==> src/rtl/core/xlte_pkg.sv <==
// Shared constants, types and helpers for the length-tagged XXTEA encryptor.
`timescale 1ns / 1ps
package xlte_pkg;

  localparam int          WORD_W          = 32;
  localparam int          VB_W            = 3;
  localparam int          KEY_IDX_W       = 2;
  localparam int          KEY_WORDS       = 4;
  localparam int          N_W             = 7;
  localparam int          ROUND_W         = 6;
  localparam int          STORE_WORDS_DEF = 64;
  localparam logic [31:0] XX_DELTA        = 32'h9E37_79B9;

  typedef logic [WORD_W-1:0] word_t;

  // Rounds for a run of n words: 6 + 52/n, for n from 2 to 64.
  function automatic logic [ROUND_W-1:0] round_count(input logic [N_W-1:0] n);
    logic [ROUND_W-1:0] extra;
    case (n) inside
      7'd2:             extra = 6'd26;
      7'd3:             extra = 6'd17;
      7'd4:             extra = 6'd13;
      7'd5:             extra = 6'd10;
      7'd6:             extra = 6'd8;
      7'd7:             extra = 6'd7;
      7'd8:             extra = 6'd6;
      [7'd9:7'd10]:     extra = 6'd5;
      [7'd11:7'd13]:    extra = 6'd4;
      [7'd14:7'd17]:    extra = 6'd3;
      [7'd18:7'd26]:    extra = 6'd2;
      [7'd27:7'd52]:    extra = 6'd1;
      default:          extra = 6'd0;
    endcase
    return extra + 6'd6;
  endfunction

  // Keep the low valid_bytes bytes of a word.
  function automatic word_t byte_mask(input logic [VB_W-1:0] vb);
    word_t m;
    case (vb)
      3'd0:    m = 32'h0000_0000;
      3'd1:    m = 32'h0000_00FF;
      3'd2:    m = 32'h0000_FFFF;
      3'd3:    m = 32'h00FF_FFFF;
      default: m = 32'hFFFF_FFFF;
    endcase
    return m;
  endfunction

endpackage

==> src/rtl/core/xlte_store.sv <==
// Word store: one write port, two registered read ports with write bypass.
`timescale 1ns / 1ps
module xlte_store #(
  parameter int STORE_WORDS = xlte_pkg::STORE_WORDS_DEF,
  parameter int AW          = $clog2(STORE_WORDS)
) (
  input  logic                  clk,
  input  logic                  we,
  input  logic [AW-1:0]         waddr,
  input  xlte_pkg::word_t       wdata,
  input  logic                  re_a,
  input  logic [AW-1:0]         raddr_a,
  output xlte_pkg::word_t       rdata_a,
  input  logic                  re_b,
  input  logic [AW-1:0]         raddr_b,
  output xlte_pkg::word_t       rdata_b
);

  xlte_pkg::word_t mem [STORE_WORDS];
  xlte_pkg::word_t rdata_a_r;
  xlte_pkg::word_t rdata_b_r;

  always_ff @(posedge clk) begin
    if (we) begin
      mem[waddr] <= wdata;
    end
  end

  // Reads that hit the word being written take the new value.
  always_ff @(posedge clk) begin
    if (re_a) begin
      rdata_a_r <= (we && (waddr == raddr_a)) ? wdata : mem[raddr_a];
    end
    if (re_b) begin
      rdata_b_r <= (we && (waddr == raddr_b)) ? wdata : mem[raddr_b];
    end
  end

  assign rdata_a = rdata_a_r;
  assign rdata_b = rdata_b_r;

endmodule

==> config.mk <==
export PLATFORM = sky130hd
export DESIGN_NAME = xlte_store
export DESIGN_NICKNAME = d
export VERILOG_FILES = /design/src/rtl/core/xlte_pkg.sv /design/src/rtl/core/xlte_store.sv
export SDC_FILE = /design/constraint.sdc
export NUM_CORES = 2
export LEC_CHECK = 0
export BUFFER_PORTS_ARGS = -buffer_cell sky130_fd_sc_hd__buf_2
export CORE_MARGIN = 4
export CORE_UTILIZATION = 40
export DETAILED_ROUTE_END_ITERATION = 12
export GPL_TIMING_DRIVEN = 0
export HOLD_SLACK_MARGIN = 0.08
export SLEW_MARGIN = 20
export SYNTH_ARGS = -nofsm -noshare
export SYNTH_HDL_FRONTEND = slang
export SYNTH_SLANG_ARGS = --single-unit
==> constraint.sdc <==
create_clock -name clk -period 6.11 [get_ports clk]
set_input_delay 1.833 -clock clk [delete_from_list [all_inputs] [get_ports clk]]
set_output_delay 1.833 -clock clk [all_outputs]
set_load 0.02 [all_outputs]
-- Yosys cells after proc, flatten, opt, wreduce, memory -nomap -nowiden
Memories as Yosys holds them, arrays and structs flattened. A register that Yosys moved wholly into a read port is not among the register bits.
Cells that the tools add are included.
- register bits after elaboration: 0
- bits in latches: 0
- memory bits (writable): 2048
- memory bits (read-only): 0
- input bits: 54
- output and inout port bits: 64
- memories kept: 1
- $add $sub $neg: 0
- $mul: 0
- div/mod/pow operators: 0
- order comparisons: 0
- eq/ne operators: 0
- shifts and indexed selects: 0
- mux-type cells: 2
- bitwise operators: 0
- reductions and logical operators: 0
- memories (name ; words ; bits a word ; rd ports ; clocked after memory_dff ; write ports ; line ; source):
    mem ; 64 ; 32 ; 2 ; 2 ; 1 ; xlte_store.sv:19 ; xlte_pkg::word_t mem [STORE_WORDS];
- operators by type and width (cell ; number):
    two-way mux 1 bit ; 2

-- Logic depth before layout (Yosys ltp)
- word-level depth: 2
- mapped depth: 11

-- Worst setup path before layout
OpenSTA, ideal clock, no wires.
- path type: in2reg
- from: input port waddr[5]
- to: memory mem[48][0] (netlist bit) (enable)
- setup time: 461 ps
- arrival: 4798 ps
- setup slack: 851 ps
- stages: 4
- path buffers: 1
- path through: clkbuf_1 > nand3_1 > or3_1 > nor3_1
- RTL lines (what ; line ; source):
    start, declared ; xlte_store.sv:9 ; input logic [AW-1:0] waddr,
    end, declared ; xlte_store.sv:19 ;
No word-level cell before the write port.

==> impl_metrics.env <==
export IMPL_slew_violations=0
export IMPL_crit_top_cell="buf_2"
export IMPL_cp_cell_sequence="buf_2, buf_2, buf_2, clkbuf_1, buf_2, mux2i_1, o22ai_1, a211oi_1, o22ai_1, a21o_1"
export IMPL_crit_path_max_incr_delay_ns=1.07
export IMPL_fmax_mhz=157.8
export IMPL_synth_top_family_by_area="multiplexers"
export IMPL_fin_crit_sh=1.037
export IMPL_yosysTopAreaCellShare=0.6514
export IMPL_muxShareOfSynthArea=0.2671
export IMPL_setup_viol=9
export IMPL_switching_share=0.2477
export IMPL_die_h_um=501.4
export IMPL_hpwl_um=256600
export IMPL_cpMaxStageDelayCell="a211oi_1"
export IMPL_status="finished with violations"
export IMPL_path_clk_slew_ns=0.07
export IMPL_fin_cells=8818
export IMPL_layout_setup_ws_ns=-0.2272
export IMPL_clock_sinks=2112
export IMPL_synth_main_ff_cell="edfxtp_1"
export IMPL_synthAdderAreaFrac=0
export IMPL_seq_power_share=0.496
export IMPL_drive_above_1_share=0.3405
export IMPL_place_inst=8407
export IMPL_cts_hold_buf=0
export IMPL_wirelength_um=358300
export IMPL_firstDrtPassIters=6
export IMPL_drc=0
export IMPL_cts_path_max_buffers=3
export IMPL_async_flop_share=0
export IMPL_post_synth_top_count_cell="edfxtp_1"
export IMPL_dieArea_um2=251400
export IMPL_synth_seq_area_share=0.6514
export IMPL_synth_compound_area_frac=0.04948
export IMPL_finClkSkew_ns=0.03861
export IMPL_power_density_nw_per_um2=289.6
export IMPL_fin_setup_tns_ns=-0.6624
export IMPL_area_growth_pct=15.54
export IMPL_peakVddDrop_mv=0.2923
export IMPL_synth_cell_types=50
export IMPL_postRouteAntennaNets=0
export IMPL_layout_nets=5491
export IMPL_synth_cells=4971
export IMPL_yosys_area_share_simple=0.01196
export IMPL_cts_resized=0
export IMPL_rsz0062_at_grt="false"
export IMPL_synth_area_leaders="edfxtp_1 65%, mux4_2 19%, mux2i_1 4.8%, mux2_2 2.8%, o22ai_1 0.98%"
export IMPL_arrival_ns=6.94
export IMPL_drv_cap=0
export IMPL_gp_congestion=1.009
export IMPL_synth_xor_area_frac=0.001079
export IMPL_hold_path_class="flop to flop"
export IMPL_slew_headroom=0.07598
export IMPL_antenna_found_initial=45
export IMPL_power_leakage_nw=36.00
export IMPL_design_area_um2=112500
export IMPL_finalHoldViolCount=0
export IMPL_path_class="input pin to flop"
export IMPL_cp_required_ns=6.72
export IMPL_cts_root_buf="clkbuf_16"
export IMPL_grt_pass1_wl_um=484400
export IMPL_syn_num_nets=5025
export IMPL_max_slew_worst_pin_slew_ns=1.378
export IMPL_postCtsSetupBuffers=0
export IMPL_hold_ws_ns=1.168
export IMPL_clock_power_share=0.402
export IMPL_combPwrFrac=0.102
export IMPL_vias_per_cell=6.541
export IMPL_grt_remaining_overflow=0
export IMPL_io_buffers=104
export IMPL_netlist_area_um2=97360
export IMPL_wl_per_cell_um=40.63
export IMPL_final_min_clock_period_ns=6.337
export IMPL_start_kind="input pin"
export IMPL_yosysTopAreaCell="edfxtp_1"
export IMPL_switchingPower_mw=8.069
export IMPL_syn_area_per_cell_um2=19.59
export IMPL_first_iter_violations=8150
export IMPL_cts_max_level=4
export IMPL_vias=57680
export IMPL_violations="setup timing"
export IMPL_cp_end_kind="flop"
export IMPL_synth_seq_cells=2112
export IMPL_placed_area_um2=105600
export IMPL_rows=180
export IMPL_num_io_pins=118
export IMPL_yosysWarnings=0
export IMPL_grt_usage=0.2813
export IMPL_cp_max_fo=10
export IMPL_cts_buffers=213
export IMPL_start_util=0.4033
export IMPL_die_w_um=501.4
export IMPL_core_area_um2=241400
export IMPL_p_int_mw=24.51
export IMPL_synth_common_cells="2,112 x edfxtp_1, 826 x mux4_2, 463 x mux2i_1, 246 x mux2_2, 183 x clkbuf_1"
export IMPL_grt_pass1_vias=57600
export IMPL_cts_tree="yes"
export IMPL_synth_edff_count=2112
export IMPL_clkLatencyLatePin_ns=0.90
export IMPL_grt_max_degree=67
[per-stage QoR]
step                      setup slack, ns  utilization  power [mW]
after floorplan                    0.8512            -       18.08
after global placement             -1.687       0.4219       19.59
after detailed placement          -0.7253       0.4373       19.72
after CTS                          0.1918       0.4656       32.63
after global routing               0.1489       0.4658       33.39
final                             -0.2272       0.4659       32.58
[critical path: cells and delay by family]
family          cells  cell delay [ns]
buf+inv             5             2.88
compound gates      4             1.73
mux                 1             0.43
[layer usage]
| metal | share of wire | vias up | global-route usage | wire [um] |
|---|---|---|---|---|
| met2 | 0.46 | 3410 | 0.4371 | 165500 |
| li1 | - | 22580 | - | - |
| met1 | 0.36 | 30880 | 0.3470 | 129000 |
| met5 | 0.00045 | - | 0.004631 | 161 |
| met3 | 0.10 | 804 | 0.08387 | 36640 |
| met4 | 0.075 | 8 | 0.1717 | 26960 |
[flip-flops by register name, summed over array words and instances, names as in the netlist]
signal and count:
mem 2048, rdata_a 32, rdata_b 32
[path summary, 6_finish.rpt]
check / end / depth (start not counted) / from / slack, ns
hold / removal: rdata_b[15] / 5 / mem[30][15] / 1.17
setup / recovery: rdata_b[21] / 10 / raddr_b[4] / -0.23
hold reg to reg: rdata_b[15] / 5 / mem[30][15] / 1.17
setup reg to reg: rdata_b[0] / 6 / mem[55][0] / 2.78
[cell families (layout without fill, tap and decap cells)]
family / Yosys count / in the layout
AND/OR/NAND/NOR: 245 / 245
multiplexers: 1535 / 1535
buffers and inverters: 417 / 1064
XOR/XNOR: 12 / 12
AO/OA/AOI/OAI: 650 / 650
other: 0 / 15
flip-flops: 2112 / 2112
[placed cells by master (no fill, tap or decap), types with 6 or more instances in the layout]
cell type and instances:
o22ai_1 152, diode_2 15, mux2i_1 463, nor3_1 21, a211o_1 30, a211oi_1 44, buf_12 69, a21o_1 30
xnor2_1 7, buf_2 238, edfxtp_1 2112, mux4_2 826, a22oi_1 101, nand2_1 21, buf_6 13, a221oi_1 93
clkbuf_1 221, clkbuf_16 214, clkinv_2 38, nor2_4 62, buf_1 42, clkinv_1 54, a211oi_2 20, bufinv_16 20
a22o_1 60, buf_4 63, buf_16 51, nor3_2 14, mux2_2 246, a31oi_1 31, nand3_1 12, clkinvlp_4 11
nor2_1 45, inv_1 6, o221ai_1 30, a21oi_1 44, nor2b_1 43, nand2b_1 6
[power by group through the flow]
stage | registers [mW] | clock network, mW | logic (mW)
detailed placement | 16.5 | 0 | 3.25
CTS | 16.2 | 13.2 | 3.26
global placement | 16.5 | 0 | 3.11
floorplan | 16.5 | 0 | 1.58
global route | 16.2 | 13.8 | 3.39
finish | 16.2 | 13.1 | 3.33
[cell type report]
cell class / instances / area (um2)
sequential: 2112 / 63420
buffer: 409 / 1823
clock inverter: 140 / 1319
fill: 20320 / 128900
tap: 3185 / 3985
multi-input combinational: 2442 / 32730
antenna: 15 / 37.54
inverter: 8 / 30.03
clock buffer: 256 / 5513
timing repair buffer: 251 / 3637
Note: power is estimated with default switching activity, not from simulation.
